$ cat src/ppc_pkg.sv
// -----------------------------------------------------------------------------
// ppc_pkg: shared constants for planar pose compounding
// Default parameter values, CORDIC word width, angle constants in Q2.30 and
// the arctangent table of the rotation cells.
// -----------------------------------------------------------------------------
package ppc_pkg;

  localparam int POS_BITS_DEF   = 32;
  localparam int ANGLE_BITS_DEF = 16;

  // CORDIC datapath: Q2.30 words with headroom for +-4 rad and gain growth
  localparam int CORDIC_STEPS = 30;
  localparam int ZW           = 34;

  localparam logic signed [ZW-1:0] CORDIC_GAIN = 34'sh0_26DD_3B6A;
  localparam logic signed [ZW-1:0] HALF_PI_Q30 = 34'sh0_6487_ED51;
  localparam logic signed [ZW-1:0] PI_Q30      = 34'sh0_C90F_DAA2;

  // atan(2^-i) in Q2.30
  function automatic logic [31:0] atan_q30(input int unsigned step);
    logic [31:0] v;
    case (step)
      0:       v = 32'h3243_F6A8;
      1:       v = 32'h1DAC_6705;
      2:       v = 32'h0FAD_BAFC;
      3:       v = 32'h07F5_6EA6;
      4:       v = 32'h03FE_AB76;
      5:       v = 32'h01FF_D55B;
      6:       v = 32'h00FF_FAAA;
      7:       v = 32'h007F_FF55;
      8:       v = 32'h003F_FFEA;
      9:       v = 32'h001F_FFFD;
      10:      v = 32'h000F_FFFF;
      11:      v = 32'h0007_FFFF;
      12:      v = 32'h0003_FFFF;
      13:      v = 32'h0001_FFFF;
      14:      v = 32'h0000_FFFF;
      15:      v = 32'h0000_7FFF;
      16:      v = 32'h0000_3FFF;
      17:      v = 32'h0000_1FFF;
      18:      v = 32'h0000_0FFF;
      19:      v = 32'h0000_07FF;
      20:      v = 32'h0000_03FF;
      21:      v = 32'h0000_01FF;
      22:      v = 32'h0000_00FF;
      23:      v = 32'h0000_007F;
      24:      v = 32'h0000_003F;
      25:      v = 32'h0000_001F;
      26:      v = 32'h0000_000F;
      27:      v = 32'h0000_0008;
      28:      v = 32'h0000_0004;
      29:      v = 32'h0000_0002;
      default: v = '0;
    endcase
    return v;
  endfunction

endpackage

$ cat src/ppc_cordic_cell.sv
// -----------------------------------------------------------------------------
// ppc_cordic_cell: one CORDIC rotation step
// Registered micro-rotation by atan(2^-STEP) with a sideband payload that
// travels alongside; elastic valid/ready stage.
// -----------------------------------------------------------------------------
module ppc_cordic_cell #(
  parameter int STEP = 0,
  parameter int SB_W = 1
) (
  input  logic                          clk,
  input  logic                          rst_n,
  input  logic                          up_valid,
  output logic                          up_ready,
  input  logic signed [ppc_pkg::ZW-1:0] up_x,
  input  logic signed [ppc_pkg::ZW-1:0] up_y,
  input  logic signed [ppc_pkg::ZW-1:0] up_z,
  input  logic [SB_W-1:0]               up_sb,
  output logic                          dn_valid,
  input  logic                          dn_ready,
  output logic signed [ppc_pkg::ZW-1:0] dn_x,
  output logic signed [ppc_pkg::ZW-1:0] dn_y,
  output logic signed [ppc_pkg::ZW-1:0] dn_z,
  output logic [SB_W-1:0]               dn_sb
);

  localparam logic signed [ppc_pkg::ZW-1:0] ATAN =
    ppc_pkg::ZW'(ppc_pkg::atan_q30(STEP));

  logic                          valid_r;
  logic signed [ppc_pkg::ZW-1:0] x_r, y_r, z_r;
  logic signed [ppc_pkg::ZW-1:0] x_nxt, y_nxt, z_nxt;
  logic signed [ppc_pkg::ZW-1:0] xs, ys;
  logic [SB_W-1:0]               sb_r;

  assign up_ready = !valid_r || dn_ready;

  assign xs = up_x >>> STEP;
  assign ys = up_y >>> STEP;

  // rotate toward z = 0
  always_comb begin
    if (!up_z[ppc_pkg::ZW-1]) begin
      x_nxt = up_x - ys;
      y_nxt = up_y + xs;
      z_nxt = up_z - ATAN;
    end else begin
      x_nxt = up_x + ys;
      y_nxt = up_y - xs;
      z_nxt = up_z + ATAN;
    end
  end

  always_ff @(posedge clk) begin
    if (!rst_n) begin
      valid_r <= 1'b0;
    end else if (up_ready) begin
      valid_r <= up_valid;
    end
  end

  always_ff @(posedge clk) begin
    if (up_ready) begin
      x_r  <= x_nxt;
      y_r  <= y_nxt;
      z_r  <= z_nxt;
      sb_r <= up_sb;
    end
  end

  assign dn_valid = valid_r;
  assign dn_x     = x_r;
  assign dn_y     = y_r;
  assign dn_z     = z_r;
  assign dn_sb    = sb_r;

endmodule

$ cat config.mk
export PLATFORM = sky130hd
export DESIGN_NAME = ppc_cordic_cell
export DESIGN_NICKNAME = d
export VERILOG_FILES = /design/src/ppc_pkg.sv /design/src/ppc_cordic_cell.sv
export SDC_FILE = /design/constraint.sdc
export NUM_CORES = 1
export LEC_CHECK = 0
export BUFFER_PORTS_ARGS = -buffer_cell sky130_fd_sc_hd__buf_2
export CORE_ASPECT_RATIO = 1.4
export CORE_MARGIN = 2
export CORE_UTILIZATION = 57
export DETAILED_ROUTE_END_ITERATION = 6
export HOLD_SLACK_MARGIN = 0.05
export PLACE_DENSITY = 0.83
export SYNTH_ARGS = -nofsm -noshare
export SYNTH_HDL_FRONTEND = slang
export SYNTH_SLANG_ARGS = --single-unit
$ cat constraint.sdc
create_clock -name clk -period 4.7 [get_ports clk]
set_input_delay 0.47 -clock clk [delete_from_list [all_inputs] [get_ports clk]]
set_output_delay 0.47 -clock clk [all_outputs]
set_load 0.005 [all_outputs]
==> results of run 1 <==
area by class of cell:
cell class	instances	area (um2)	share of cell area [%]
multi-input cells	866	6426	55.15
flip-flops and latches	103	3083	26.46
repair buffers	218	1109	9.514
inverters	118	442.9	3.801
well taps	236	295.3	2.534
clock buffers	10	229.0	1.965
clock inverters	6	67.56	0.5798
worst paths after layout:
kind,to,startpoint,slack [ns]
worst max-delay path,dn_x[33]$_DFFE_PP_,up_x[13],0.93
worst min-delay path,dn_z[2]$_DFFE_PP_,up_z[2],0.29
worst max register to register,dn_x[9]$_DFFE_PP_,dn_valid$_SDFFE_PN0P_,2.77
worst min register to register,dn_z[2]$_DFFE_PP_,dn_valid$_SDFFE_PN0P_,1.13
cells in the mapped netlist, drive strengths merged (18+ instances only):
cell type,n,area share [%]
a21o,33,2.4
a21oi,134,6.6
buf,27,1.5
clkbuf,19,0.70
edfxtp,102,30
ha,129,16
inv,117,4.3
mux2i,19,1.9
nand2,60,2.2
nor2,67,2.5
nor3,18,0.98
o21ai,74,3.7
o21bai,23,1.7
xnor2,72,6.2
xor2,19,1.6
metal layers:
metal	routed length [um]	GRT usage, %	share of wire, %	vias up
li1	-	-	-	4471
met1	10710	33.37	38	4393
met2	14860	54.83	52	425
met3	1865	4.254	6.5	86
met4	1067	13.69	3.7	0
met5	0	0	0	-
registers in the layout, summed over array words and instances (netlist names):
register / cells
dn_z: 34
dn_x: 33
dn_valid: 1
dn_y: 34
dn_sb: 1
kinds of logic (layout without fill, tap and decap cells):
kind of cell | after synthesis | count (layout)
AO/OA/AOI/OAI | 383 | 383
AND/OR/NAND/NOR | 238 | 238
buffers and inverters | 164 | 352
adder cells (fa/ha/maj) | 133 | 133
flip-flops | 103 | 103
XOR/XNOR | 91 | 91
multiplexers | 21 | 21
power by group:
part           switching, mW  internal (mW)
sequential            0.0518           1.26
combinational          0.765          0.545
clock                  0.362          0.418
metrics by stage:
step	utilization, %	setup slack (ns)	std cells	hold WS [ns]	cell area [um2]
after CTS	66.96	0.9655	1557	0.2812	11650
final	66.96	0.9257	1557	0.2918	11650
after global routing	66.96	0.7297	1557	0.2856	11650
after floorplan	-	1.131	1133	0.5689	10160
after detailed placement	65.26	0.6178	1541	0.6486	11360
after global placement	65.26	0.7381	1541	0.6459	11360
worst max-delay path, delay by kind of cell:
family / cells / cell delay, ns
simple gates: 4 / 0.87
compound gates: 4 / 1.78
buf+inv: 2 / 0.14
fa+ha+maj: 1 / 0.61
==> summary.md, run 1 <==
| Metric | Value |
|---|---|
| Port bufs | 211 |
| Seq cells post-synth | 103 |
| Actual slew at the worst max-slew pin | 0.8825 ns |
| Core area | roughly 17000 um2 |
| Crit path capture type | register |
| Grt ovf | 0 |
| Final setup fails | 0 |
| Mux contribution to synthesized area | 2.093% |
| Routed WL | 28500 um |
| Detailed-route via count | 9375 |
| Slew Limit Fails | 0 |
| Post-route antenna net violation count | 0 |
| CTS root buf | clkbuf_16 |
| Clk Latency, worst-skew pair | 0.35 ns |
| Synth-to-Final Area Change | 14.65% |
| Die H | roughly 160 um |
| Drt via density | ~6 |
| Post CTS Setup Buffer Count | 0 |
| Hold Path Cell Cnt | 1 |
| Startpoint types | input port |
| Slowest-stage cell, CP | o31ai_1 |
| Compound-Gate Fraction of Synth Area | 24.74% |
| TritonCTS buffer count | 9 |
| Setup TNS | 0 ns |
| Final Skew | about 0.0074 ns |
| Initial antenna violation count | 0 |
| Combinational family with the most area after synthesis | compound AO/OA/AOI/OAI gates |
| Max FO, Critical Path | 16 |
| CP cell instances | buf_2 -> inv_1 -> ha_1 -> and3_1 -> nand2_1 -> a2111oi_0 -> nor3_1 -> o31ai_1 -> a21oi_1 -> a2111oi_2 -> and4b_1 |
| Placer Congestion | 0.9666 |
| Nets | about 1600 |
| R2R cell count | 2 |
| Total power | 3.401 mW |
| CP required | 4.80 ns |
| Cell Rows | 57 |
| Starting DRT DRC Count | about 600 |
| Total nets after synthesis | 1373 |
| Pwr dens | 291.8 nW/um2 |
| Synth Area in Adders | around 17% |
| Worst rel slew slack | between 30% and 40% |
| Proportion of layout cells with a drive suffix above 1 | 20.06% |
| Hold Path Class | in2reg |
| Post-synth EDFFs | 102 |
| Synthesis Warnings | 0 |
| Most frequent cells in the layout | 211 x buf_2, 133 x a21oi_1, 129 x ha_1, 115 x inv_1, 102 x edfxtp_1 |
| CTS Hold Bufs | 0 |
| Post-Synth Simple-Gate Area | 11.81% |
| Synth cell types | between 80 and 90 |
| Clock tree buffer depth | 2 |
| Max Fclk | between 0.2 and 0.3 GHz |
| Remaining DRCs | 0 |
| ANT cells | 0 |
| Syn Area/Cell | 8.970 um2 |
| H-tree Lvls | 3 |
| Max Cap Violations | 0 |
| Most common cell after layout, fill and taps aside | buf_2 |
| DR WL/cell | between 15 and 20 um |
| Sequential area share after synthesis | about 30% |
| Dpl hpwl | 22560 um |
| Global Route Usage Sum | 29.87% |
| Ports | 212 |
| Number of standard cells after synthesis | 1133 |
| Initial Util | 58.41% |
| Fill count | 1500 |
| Die Area | 18930 um2 |
| TritonCTS clock tree | yes |
| Post-synth top flop | edfxtp_1 |
| Clk slew on worst S/H paths | 0.07 ns |
| Vias in the first global route | 9242 |
| Post_cts resized | 0 |
| Leakage | 5.344 nW |
| First-pass GRT wire length | around 45000 um |
| Async SR Flop Fraction | 0% |
| Period utilization | 80.30% |
| Status | completed |
| CP Data Arrival Time | 3.87 ns |
| Final-report hold violation count | 0 |
| CTS sink cnt | 103 |
| Largest net degree at the start of global routing | between 50 and 60 |
| Fin crit period | 3.774 ns |
| WS Path Type | in2reg |
| 1st-pass router iterations | 7 |
| Post-Synth XOR/XNOR Area | 7.842% |
| Die width | 116.9 um |
| CP max stage delay | about 0.63 ns |
| RSZ-0062 raised after global routing | false |
| Syn Std Cell Area | 10160 um2 |
| VDD IR max | 136.9 uV |
Note: power is estimated with default switching activity, not from simulation.
==> run 2, diff against run 1 <==
--- a/config.mk
+++ b/config.mk
@@ -8,10 +8,10 @@
 export BUFFER_PORTS_ARGS = -buffer_cell sky130_fd_sc_hd__buf_2
 export CORE_ASPECT_RATIO = 1.4
 export CORE_MARGIN = 2
-export CORE_UTILIZATION = 57
+export CORE_UTILIZATION = 51
 export DETAILED_ROUTE_END_ITERATION = 6
 export HOLD_SLACK_MARGIN = 0.05
-export PLACE_DENSITY = 0.83
+export PLACE_DENSITY = 0.78
 export SYNTH_ARGS = -nofsm -noshare
 export SYNTH_HDL_FRONTEND = slang
 export SYNTH_SLANG_ARGS = --single-unit
==> constraint.sdc (replaced) <==
create_clock -name clk -period 3.1 [get_ports clk]
set_input_delay 0.31 -clock clk [delete_from_list [all_inputs] [get_ports clk]]
set_output_delay 0.31 -clock clk [all_outputs]
set_load 0.005 [all_outputs]
==> run 2 against run 1 <==
  * Routed wire length increased by 10%
  * Power is 67% higher
  * Utilization fell by 0.35 points
  * Sequential share of layout area down 3.0 points
  * Sequential power increased by 51%
  * Cell area up 13%
  * Combinational power up 77%
  * Clock skew increased by 0.0016 ns
  * Clock-buffer cell count did not move
  * Highest routed layer unchanged
==> summary.md, run 2 (synthesis gave the netlist of run 1 again) <==
| Metric | Value |
|---|---|
| Fill count | 1620 (+8.0%) |
| Final setup fails | 0 (unchanged) |
| Multi-input gate area | 6533 um2 (+1.7%) |
| H-tree Lvls | 3 (unchanged) |
| Status | completed |
| Die width | 123.3 um (+5.5%) |
| Detailed-route via count | 10030 (+7.0%) |
| GRT Max-Usage Layer | met2 |
| Sequential Power Share | 34.9% (-3.6 points) |
| M3 GR Usage | 4.000% (-0.25 points) |
| Dpl hpwl | 25400 um (+13%) |
| Die Area | 21090 um2 (+11%) |
| Clk slew on worst S/H paths | 0.07 ns (about the same) |
| GRT met1 Usage | 30.25% (-3.1 points) |
| Vias in the first global route | 9985 (+8.0%) |
| Reg area | 3083 um2 (unchanged) |
| Final-report hold violation count | 0 (unchanged) |
| Actual slew at the worst max-slew pin | 0.7815 ns (-0.1010 ns) |
| Total power | 5.676 mW (+67%) |
| Nets | 1726 (+11%) |
| Initial Util | 51.61% (-6.8 points) |
| Final core utilization | 66.62% (-0.35 points) |
| Net switching power | 1.905 mW (+62%) |
| CP required | 3.22 ns (-1.58 ns) |
| Remaining DRCs | 0 (unchanged) |
| Logic pwr share | 40.8% (+2.3 points) |
| VDD IR max | 254.7 uV (+86%) |
| Starting DRT DRC Count | 683 (+15%) |
| Initial antenna violation count | 1 (+1) |
| Placer Congestion | 0.9510 (-1.6%) |
| Clock power frac | 24.3% (+1.4 points) |
| Pwr dens | 432.7 nW/um2 (+48%) |
| Cell Rows | 61 (+7.0%) |
| Switching Share | 33.56% (-1.1 points) |
| Period utilization | 96.37% |
| TritonCTS clock tree | yes |
| Core area | 19690 um2 (+13%) |
| Clock tree buffer depth | 2 (unchanged) |
| First-pass GRT wire length | 47950 um (+6.8%) |
| Routed WL | 31440 um (+10%) |
| Startpoint types | input port |
| Ports | 212 (unchanged) |
| Worst rel slew slack | 47.90% (+8.3 points) |
| Final hold slack | 0.1207 ns (-0.1710 ns) |
| CTS root buf | clkbuf_16 |
| Synth-to-Final Area Change | 29.07% |
| Largest net degree at the start of global routing | 68 (+15%) |
| TritonCTS buffer count | 9 (unchanged) |
| Max Cap Violations | 0 (unchanged) |
| Global Route Usage Sum | 29.31% (-0.57 points) |
| Int Pwr | 3.771 mW (+70%) |
| Port bufs | 211 (unchanged) |
| Most common cell after layout, fill and taps aside | buf_2 |
| Post CTS Setup Buffer Count | 0 (unchanged) |
| DR WL/cell | 18.03 um (-1.5%) |
| Proportion of layout cells with a drive suffix above 1 | 30.11% (+10 points) |
| CP Data Arrival Time | 3.11 ns (-0.76 ns) |
| Slew Limit Fails | 0 (unchanged) |
| Most frequent cells in the layout | 211 x buf_2, 176 x buf_4, 132 x a21oi_1, 125 x ha_1, 115 x inv_1 |
| Clk Latency, worst-skew pair | 0.38 ns (+0.03 ns) |
| Drt via density | 5.749 (-4.5%) |
| RSZ-0062 raised after global routing | false |
| Die H | 171.0 um (+5.6%) |
| Hold Path Class | in2reg |
| GR Util met2 | 55.69% (+0.85 points) |
| Max FO, Critical Path | 5 (-11) |
| Post-route antenna net violation count | 0 (unchanged) |
| Grt ovf | 0 (unchanged) |
| WS Path Type | in2reg |
| Crit path capture type | register |
| Setup TNS | 0 ns (unchanged) |
| CTS sink cnt | 103 (unchanged) |
| 1st-pass router iterations | 5 (-2) |
| Fin crit period | roughly 3 ns |
| Max Fclk | 0.3347 GHz |
| Final Skew | 0.009009 ns (+0.001560 ns) |
| Leakage | 6.194 nW (+16%) |
run 2: cell count changes in the layout (fill, tap and decap cells not counted), sizes merged:
cell | previous run | this run
bufinv | 1 | 3
clkinvlp | 1 | 0
clkinv | 3 | 2
buf | 218 | 388
diode | 0 | 1
run 2: metrics by stage:
step	instances	setup WS, ns	cell area, um2
6_report	1744	0.1124	13120
5_1_grt	1744	0.007249	13120
4_1_cts	1743	0.02871	13020
3_5_place_dp	1727	-0.3519	12670
3_3_place_gp	1727	-0.3299	12670
2_1_floorplan	1133	0.05214	10170
run 2: path summary, 6_finish.rpt:
check / from / endpoint / slack (ns) / cells after the start
setup reg to reg: dn_valid$_SDFFE_PN0P_ / dn_z[16]$_DFFE_PP_ / 1.59 / 2
hold / removal: up_z[1] / dn_z[1]$_DFFE_PP_ / 0.12 / 1
setup / recovery: up_x[15] / dn_x[32]$_DFFE_PP_ / 0.11 / 14
hold reg to reg: dn_valid$_SDFFE_PN0P_ / dn_x[24]$_DFFE_PP_ / 0.98 / 1
run 2: what timing repair did:
action / CTS / global route
setup endpoints to repair: 0 / 17
hold buffers: 0 / 0
resized for setup: 0 / 19
run 2: cell type report:
type                    instances  area share (%)
diodes                          1         0.01908
clock buffers                  10           1.746
clock inverters                 6          0.8775
inverters                     118           3.377
multi-input cells             866           49.80
flip-flops and latches        103           23.50
well taps                     252           2.404
repair buffers                388           18.28
run 2: critical path, stage by stage:
cell and delay, ns:
buf_2 0.09, inv_1 0.04, ha_1 0.36, buf_4 0.19, a21oi_1 0.21, o2111ai_1 0.23, a21boi_0 0.27, buf_4 0.16
o21ai_0 0.09, a211oi_1 0.34, o21ai_0 0.26, a211oi_1 0.30, mux2i_1 0.12, xnor2_1 0.15
run 2: layer usage:
layer  vias up  part of all wire, %
met1      4698                   36
met3       112                  5.8
met4         0                  4.8
li1       4807                    -
met2       410                   53
met5         -                    0
run 2: power groups by stage:
stage / logic, mW / registers [mW] / clock network (mW)
after floorplan: 1.19 / 2.06 / 0
after global routing: 2.52 / 2.01 / 1.43
final: 2.32 / 1.98 / 1.38
after global placement: 2.22 / 2.01 / 0
after CTS: 2.28 / 1.99 / 1.40
after detailed placement: 2.26 / 2.02 / 0
